### src/mset_pkg.sv
`default_nettype none
package mset_pkg;
    localparam int SLOTS_DEF = 16;
    localparam int TIME_BITS_DEF = 32;
    localparam int IN_TIME_W = 32;
    localparam int REP_W = 17;
    localparam int FIRE_W = 16;
    localparam int EL_W = 16;

    typedef enum logic [1:0] {
        ACT_TICK   = 2'd0,
        ACT_CONFIG = 2'd1,
        ACT_PAUSE  = 2'd2,
        ACT_NONE   = 2'd3
    } t_action;

    typedef enum logic [1:0] {
        EV_FIRED   = 2'd0,
        EV_REMOVED = 2'd1,
        EV_DONE    = 2'd2,
        EV_UNUSED  = 2'd3
    } t_event;
endpackage
`default_nettype wire

### src/mset_slot_mem.sv
`default_nettype none
module mset_slot_mem #(
    parameter int SLOTS     = mset_pkg::SLOTS_DEF,
    parameter int TIME_BITS = mset_pkg::TIME_BITS_DEF,
    localparam int AW = (SLOTS > 1) ? $clog2(SLOTS) : 1,
    localparam int DW = 4 * TIME_BITS + mset_pkg::REP_W + mset_pkg::FIRE_W + TIME_BITS
) (
    input  wire logic          i_clk,
    input  wire logic          i_we,
    input  wire logic [AW-1:0] i_waddr,
    input  wire logic [DW-1:0] i_wdata,
    input  wire logic [AW-1:0] i_raddr,
    output logic      [DW-1:0] o_rdata
);
    logic [DW-1:0] r_mem [SLOTS];

    always_ff @(posedge i_clk) begin
        if (i_we) begin
            r_mem[i_waddr] <= i_wdata;
        end
        o_rdata <= r_mem[i_raddr];
    end
endmodule
`default_nettype wire

### src/multi_slot_event_timer.sv
// Multi-slot event timer.
// One input channel (i_valid, o_stall) carries a transaction holding an action:
// configure a slot, set a slot's pause bit, or tick. One output channel
// (o_valid, i_stall) carries result transactions: fire, removal, tick done.
// Configure and pause are taken while idle and give no result; the next
// transaction can be accepted at the following edge.
// A tick walks the slots in index order. A slot that is invalid or paused is
// skipped in ST_READ; an active slot passes ST_READ (memory read) and ST_UPD
// (update and write-back), which the registered read of the slot memory sets.
// ST_UPD and ST_DONE wait while the receiver stalls; the tick done result is
// registered in ST_DONE and reaches the output as the block returns to idle.
// Fires are reported as they happen; the walk ends after the first removal,
// and a tick done result with last set closes every tick.
// One item is worked on at a time; o_stall is high while a tick is in progress.
// Results are held in an output register; while the receiver stalls the walk
// waits and no result is lost.
// Reset clears valid and pause bits, the state and the output valid flag; slot
// data is written by a configure before any use.
`default_nettype none
module multi_slot_event_timer #(
    parameter int SLOTS     = mset_pkg::SLOTS_DEF,
    parameter int TIME_BITS = mset_pkg::TIME_BITS_DEF
) (
    input  wire logic        i_clk,
    input  wire logic        i_rst_n,
    input  wire logic        i_valid,
    output logic             o_stall,
    input  wire logic [1:0]  i_action,
    input  wire logic [3:0]  i_slot,
    input  wire logic [15:0] i_elapsed,
    input  wire logic [31:0] i_interval,
    input  wire logic [31:0] i_first_delay,
    input  wire logic signed [16:0] i_repeat_times,
    input  wire logic [31:0] i_remove_after,
    input  wire logic        i_pause_bit,
    output logic             o_valid,
    input  wire logic        i_stall,
    output logic [3:0]       o_slot_out,
    output logic [1:0]       o_event_res,
    output logic [15:0]      o_fire_count,
    output logic             o_last
);
    localparam int AW = (SLOTS > 1) ? $clog2(SLOTS) : 1;
    localparam int TW = TIME_BITS;
    localparam int RW = mset_pkg::REP_W;
    localparam int FW = mset_pkg::FIRE_W;
    localparam int EW = mset_pkg::EL_W;
    localparam int SW = ((TW > EW) ? TW : EW) + 1;
    localparam int DW = 4 * TW + RW + FW + TW;
    localparam int CW = $clog2(SLOTS + 1);
    localparam logic [TW-1:0] TMAX = '1;
    localparam logic [FW-1:0] FMAX = '1;
    localparam logic signed [RW-1:0] REP_FOREVER = '1;

    typedef enum logic [3:0] {
        ST_IDLE = 4'b0001,
        ST_READ = 4'b0010,
        ST_UPD  = 4'b0100,
        ST_DONE = 4'b1000
    } t_state;

    typedef struct packed {
        logic [TW-1:0]        period;
        logic [TW-1:0]        delay;
        logic signed [RW-1:0] rep;
        logic [FW-1:0]        fired;
        logic [TW-1:0]        since;
        logic [TW-1:0]        life;
        logic [TW-1:0]        age;
    } t_entry;

    t_state r_state, n_state;
    logic [SLOTS-1:0] r_valid, n_valid;
    logic [SLOTS-1:0] r_paused, n_paused;
    logic [CW-1:0] r_idx, n_idx;
    logic [EW-1:0] r_el, n_el;
    logic r_ovalid, n_ovalid;
    logic [3:0] r_oslot, n_oslot;
    logic [1:0] r_oev, n_oev;
    logic [FW-1:0] r_ocnt, n_ocnt;
    logic r_olast, n_olast;

    logic mem_we;
    logic [AW-1:0] mem_waddr, mem_raddr;
    t_entry wentry, rentry;
    logic [DW-1:0] mem_rdata;

    mset_slot_mem #(.SLOTS(SLOTS), .TIME_BITS(TIME_BITS)) u_mem (
        .i_clk  (i_clk),
        .i_we   (mem_we),
        .i_waddr(mem_waddr),
        .i_wdata(wentry),
        .i_raddr(mem_raddr),
        .o_rdata(mem_rdata)
    );
    assign rentry = t_entry'(mem_rdata);

    function automatic logic [TW-1:0] sat_in(input logic [mset_pkg::IN_TIME_W-1:0] v);
        logic [TW-1:0] res;
        if (TW >= 32) begin
            res = TW'(v);
        end else if ((v >> TW) != 32'd0) begin
            res = TMAX;
        end else begin
            res = TW'(v);
        end
        return res;
    endfunction

    logic accept, out_free, cfg_ok;
    logic [AW-1:0] cur;
    logic [SW-1:0] since_sum, age_sum;
    logic [TW-1:0] since_n, age_n;
    logic removing, delay_fire, period_fire;
    logic rep_inf;

    assign accept   = i_valid && !o_stall;
    assign out_free = !r_ovalid || !i_stall;
    assign cfg_ok   = (32'(i_slot) < 32'(SLOTS));
    assign cur      = r_idx[AW-1:0];
    assign o_stall  = (r_state != ST_IDLE);

    assign rep_inf   = (rentry.rep == REP_FOREVER);
    assign since_sum = SW'(rentry.since) + SW'(r_el);
    assign age_sum   = SW'(rentry.age) + SW'(r_el);
    assign since_n   = (since_sum > SW'(TMAX)) ? TMAX : since_sum[TW-1:0];
    assign age_n     = (rentry.life == '0) ? rentry.age :
                       ((age_sum > SW'(TMAX)) ? TMAX : age_sum[TW-1:0]);
    assign removing  = (!rep_inf && ($signed({1'b0, rentry.fired}) >= rentry.rep))
                    || ((rentry.life != '0) && (age_n >= rentry.life));
    assign delay_fire  = (rentry.delay != '0) && (since_n >= rentry.delay);
    assign period_fire = (rentry.delay == '0) && (since_n >= rentry.period);

    always_comb begin
        n_state  = r_state;
        n_valid  = r_valid;
        n_paused = r_paused;
        n_idx    = r_idx;
        n_el     = r_el;
        n_ovalid = r_ovalid && i_stall;
        n_oslot  = r_oslot;
        n_oev    = r_oev;
        n_ocnt   = r_ocnt;
        n_olast  = r_olast;
        mem_we    = 1'b0;
        mem_waddr = cur;
        mem_raddr = cur;
        wentry    = rentry;
        unique case (r_state)
            ST_IDLE: begin
                mem_waddr = AW'(i_slot);
                wentry.period = sat_in(i_interval);
                wentry.delay  = sat_in(i_first_delay);
                wentry.rep    = (i_repeat_times < REP_FOREVER) ? REP_FOREVER : i_repeat_times;
                wentry.fired  = '0;
                wentry.since  = '0;
                wentry.life   = sat_in(i_remove_after);
                wentry.age    = '0;
                if (accept) begin
                    priority case (mset_pkg::t_action'(i_action))
                        mset_pkg::ACT_TICK: begin
                            n_el    = i_elapsed;
                            n_idx   = '0;
                            n_state = ST_READ;
                        end
                        mset_pkg::ACT_CONFIG: begin
                            if (cfg_ok) begin
                                mem_we = 1'b1;
                                n_valid[AW'(i_slot)] = 1'b1;
                            end
                        end
                        mset_pkg::ACT_PAUSE: begin
                            if (cfg_ok) begin
                                n_paused[AW'(i_slot)] = i_pause_bit;
                            end
                        end
                        default: begin
                        end
                    endcase
                end
            end
            ST_READ: begin
                if (r_idx == CW'(SLOTS)) begin
                    n_state = ST_DONE;
                end else if (!r_valid[cur] || r_paused[cur]) begin
                    n_idx = r_idx + 1'b1;
                end else begin
                    n_state = ST_UPD;
                end
            end
            ST_UPD: begin
                if (out_free) begin
                    mem_we = 1'b1;
                    wentry.since = since_n;
                    wentry.age   = age_n;
                    n_oslot = 4'(cur);
                    n_ocnt  = rentry.fired;
                    n_olast = 1'b0;
                    n_idx   = r_idx + 1'b1;
                    n_state = ST_READ;
                    if (removing) begin
                        mem_we   = 1'b0;
                        n_valid[cur] = 1'b0;
                        n_ovalid = 1'b1;
                        n_oev    = mset_pkg::EV_REMOVED;
                        n_state  = ST_DONE;
                    end else if (delay_fire || period_fire) begin
                        wentry.since = '0;
                        if (delay_fire) begin
                            wentry.delay = '0;
                        end
                        if ((delay_fire || !rep_inf) && rentry.fired != FMAX) begin
                            wentry.fired = rentry.fired + 1'b1;
                        end
                        n_ocnt   = wentry.fired;
                        n_ovalid = 1'b1;
                        n_oev    = mset_pkg::EV_FIRED;
                    end
                end
            end
            ST_DONE: begin
                if (out_free) begin
                    n_ovalid = 1'b1;
                    n_oslot  = '0;
                    n_oev    = mset_pkg::EV_DONE;
                    n_ocnt   = '0;
                    n_olast  = 1'b1;
                    n_state  = ST_IDLE;
                end
            end
            default: n_state = ST_IDLE;
        endcase
    end

    always_ff @(posedge i_clk) begin
        if (!i_rst_n) begin
            r_state  <= ST_IDLE;
            r_valid  <= '0;
            r_paused <= '0;
            r_ovalid <= 1'b0;
        end else begin
            r_state  <= n_state;
            r_valid  <= n_valid;
            r_paused <= n_paused;
            r_ovalid <= n_ovalid;
        end
        r_idx   <= n_idx;
        r_el    <= n_el;
        r_oslot <= n_oslot;
        r_oev   <= n_oev;
        r_ocnt  <= n_ocnt;
        r_olast <= n_olast;
    end

    assign o_valid      = r_ovalid;
    assign o_slot_out   = r_oslot;
    assign o_event_res  = r_oev;
    assign o_fire_count = r_ocnt;
    assign o_last       = r_olast;

    a_busy_stalls: assert property (@(posedge i_clk) disable iff (!i_rst_n)
        (r_state != ST_IDLE) |-> o_stall)
        else $error("input taken while busy");
    a_last_done: assert property (@(posedge i_clk) disable iff (!i_rst_n)
        (o_valid && o_last) |-> (o_event_res == mset_pkg::EV_DONE))
        else $error("last without tick done");
    a_hold: assert property (@(posedge i_clk) disable iff (!i_rst_n)
        ($past(o_valid && i_stall) && $past(i_rst_n)) |-> (o_valid && $stable(o_fire_count)))
        else $error("stalled result changed");
endmodule
`default_nettype wire

### config.mk
export PLATFORM = sky130hd
export DESIGN_NAME = multi_slot_event_timer
export DESIGN_NICKNAME = d
export VERILOG_FILES = /design/src/mset_pkg.sv /design/src/mset_slot_mem.sv /design/src/multi_slot_event_timer.sv
export SDC_FILE = /design/constraint.sdc
export NUM_CORES = 2
export LEC_CHECK = 0
export BUFFER_PORTS_ARGS = -buffer_cell sky130_fd_sc_hd__buf_2
export CORE_ASPECT_RATIO = 1.25
export CORE_MARGIN = 10
export CORE_UTILIZATION = 47
export CTS_CLUSTER_SIZE = 30
export DETAILED_ROUTE_END_ITERATION = 10
export HOLD_SLACK_MARGIN = 0.06
export SYNTH_ARGS = -nofsm -noshare
export SYNTH_HDL_FRONTEND = slang
export SYNTH_SLANG_ARGS = --single-unit
export TNS_END_PERCENT = 10
### constraint.sdc
create_clock -name i_clk -period 41.3 [get_ports i_clk]
set_input_delay 4.13 -clock i_clk [delete_from_list [all_inputs] [get_ports i_clk]]
set_output_delay 4.13 -clock i_clk [all_outputs]
set_load 0.005 [all_outputs]
==> out/results.ini <==
[setup_path]
slowest_stage=o21ai_0
reg2reg_slack_ps=31850
cp.arrival_ps=9940
critPathMaxStageDelay_ps=910
setup.worst_path.end_class=flip-flop
rr_endpoint=u_mem.r_mem[8][139]$_DFFE_PP_
reg2reg_depth=24
cp.required_ps=41790
rr_startpoint=u_mem.o_rdata[0]$_DFF_P_
cp_max_fo=50
path_cells=ha_1 -> inv_1 -> fa_1 -> nor2b_1 -> o21ai_0 -> a21oi_1 -> o2111ai_2 -> nand3_1 -> a21o_1 -> nand3b_1 -> nand2_1 -> ha_1 -> a211o_1 -> o211ai_1 -> o211a_1 -> o21ai_0 -> o211ai_1 -> nand3_1 -> o21ai_0 -> o21a_1 -> and2_4 -> buf_4 -> buf_4 -> buf_4
path_class=flip-flop to flip-flop
worst_setup_path_start_kind=flip-flop

[placed_design]
post-place-ws_ps=31790
placed_cells=9932
hpwl_mm=190
port_buffers=164
gp_congestion=0.823

[cts]
cts_buffers=332
cts_buffer_depth=4
htreeDepth=5
hold_buffers=0
cts_resized=0
cts_setup_buffers=0
clk_pin_slew_worst_paths_ps=60
ctsRootBufferMaster=clkbuf_16
clock_latency_ps=920
cts_tree=built
cts_sinks=3362

[die]
dieArea_um2=301000
fp.coreArea_um2=278000
start_util=0.473
io_pins=165
fp.dieW_um=493
die_h_um=611
core.rowCount=216

[logic_synthesis]
synth_area_leaders=edfxtp_1 (72%), mux4_2 (17%), dfxtp_1 (3.5%)
ys_ff_latch=3362
synth.distinct_cells=87
avgSynthCellArea_um2=21.3
yosys_warnings=0
ys_top_cells_by_count=edfxtp_1 (3,132), mux4_2 (965), dfxtp_1 (230)
synth_most_common_cell=edfxtp_1
syn_area_um2=131000
ys_async_sr_fraction=0
ys.flop_type=edfxtp_1
synth_top_area_share=0.716
syn_nets=6470
ys_seq_area_frac=0.751
synth_edf_count=3132
syn_inst=6178
synth_top_area_cell=edfxtp_1

[drt]
num_vias=64100
ant_nets=0
vias_per_cell=6.08
firstDrtPassIters=6
drc_errors=0
drtIter0Drc=6658
wl_per_cell_um=32.0
wl_mm=337

[grt]
grt_pass1_vias=66800
grt_start_max_net_pins=140
grt_pass1_wl_mm=487
gr-total-overflow=0
grt_use_total=0.221
antenna_found_initial=14

[timing]
tns_ps=0
worst-slew-pin-transition_ps=1360
finClkSkew_ps=69.3
slew_headroom=0.0930
finalCriticalPeriod_ps=9450
slew_viol_final=0
fmax_mhz=106
hold-worst-slack_ps=482
hold_viol=0
min_period_over_period=0.229
fin_ws_ps=31850
rsz0062_at_grt=false
setup_viol=0

[final_layout]
fillerInstances=21300
area_growth_pct=12.6
layout.nets=6852
fin_cells=10500
multi_input_area_um2=31200
seq_area_um2=98700
layout-drive-gt1-share=0.271
final_util=0.533

[pwr]
vdd_ir_drop_max_uv=33.9
p_leak_nw=47.7
power.density_nw_per_um2=57.1

[worst_hold_path]
min_to=r_paused[2]$_SDFFE_PN0P_
hold_start=r_paused[2]$_SDFFE_PN0P_
hold_path.class=flip-flop to flip-flop
min_path_cells=2

[run]
cap_violations=0

[status]
status=complete, no violations

state kept, by name, summed over array words and instances, names as in the netlist:
signal         count
u_mem.r_mem     3088
u_mem.o_rdata    193
o_fire_count      16
r_el              16
r_paused          16
r_valid           16
r_idx              5
o_slot_out         4
r_state            4
o_event_res        2
o_last             1
o_valid            1
routing by layer:
layer  up-vias  wire, um  global-route usage
met5         -        32                   0
met4         4     13300              0.0810
met3       467     18500              0.0316
met2      2078    169000               0.369
met1     34900    137000               0.298
li1      26600         -                   -
where the power goes:
group | total, mW | internal [mW] | switching (mW)
combinational | 1.31 | 0.409 | 0.899
clock | 2.93 | 1.66 | 1.26
sequential | 4.22 | 4.15 | 0.0675
total | 8.45 | 6.22 | 2.23
how the worst max path moves through the flow:
stage                                        start                            end  slack (ps)  cells after the start
after CTS                 u_mem.o_rdata[0]$_DFF_P_  u_mem.r_mem[8][140]$_DFFE_PP_       31750                     24
after floorplan                            i_stall    u_mem.r_mem[1][0]$_DFFE_PP_       26870                      6
final                     u_mem.o_rdata[0]$_DFF_P_  u_mem.r_mem[8][139]$_DFFE_PP_       31850                     24
after detailed placement  u_mem.o_rdata[0]$_DFF_P_  u_mem.r_mem[8][139]$_DFFE_PP_       31790                     24
after global placement    u_mem.o_rdata[0]$_DFF_P_  u_mem.r_mem[8][139]$_DFFE_PP_       31950                     24
after global routing      u_mem.o_rdata[0]$_DFF_P_  u_mem.r_mem[8][140]$_DFFE_PP_       31340                     24
final cells by class:
| type | instances | share of cell area |
|---|---|---|
| multi-input cells | 2375 | 0.211 |
| clock buffers | 456 | 0.0624 |
| repair buffers | 353 | 0.0169 |
| clock inverters | 144 | 0.00809 |
| inverters | 136 | 0.00345 |
| diodes | 9 | 0.000152 |
| flip-flops and latches | 3362 | 0.667 |
| well taps | 3706 | 0.0313 |
worst max-delay path: cells and delay by family, from the launching register on:
kind | cells | cell delay (ps)
flip-flops | 1 | 380
buffers and inverters | 4 | 2350
AO/OA/AOI/OAI | 11 | 3110
adder cells (fa/ha/maj) | 3 | 890
AND/OR/NAND/NOR | 6 | 2150
cell usage in the layout (no fill, tap or decap), types with 58 or more instances in the layout:
master / synthesis / layout
edfxtp_1: 3132 / 3132
mux4_2: 965 / 965
clkbuf_16: 0 / 340
dfxtp_1: 230 / 230
nand2_1: 224 / 223
buf_4: 4 / 167
o21ai_0: 194 / 165
buf_2: 11 / 165
ha_1: 150 / 150
inv_1: 136 / 135
nor2_1: 120 / 117
a21oi_1: 113 / 110
clkbuf_1: 203 / 86
nand3_1: 61 / 61
a22o_1: 58 / 58
logic make-up (layout without fill, tap and decap cells):
logic type,after synthesis,count (layout),synth area share
flip-flops,3362,3362,0.751
multiplexers,972,972,0.166
AND/OR/NAND/NOR,653,653,0.0249
AO/OA/AOI/OAI,544,544,0.0269
buffers and inverters,441,1089,0.0130
adder cells (fa/ha/maj),152,152,0.0146
XOR/XNOR,54,54,0.00360
other,0,9,0
per-stage QoR:
stage	power (mW)	area, um^2
after floorplan	5.04	131000
after global placement	5.56	137000
after detailed placement	5.60	137000
after CTS	8.51	148000
after global routing	8.75	148000
final	8.45	148000
No activity file was read; power rests on OpenSTA's default activity.
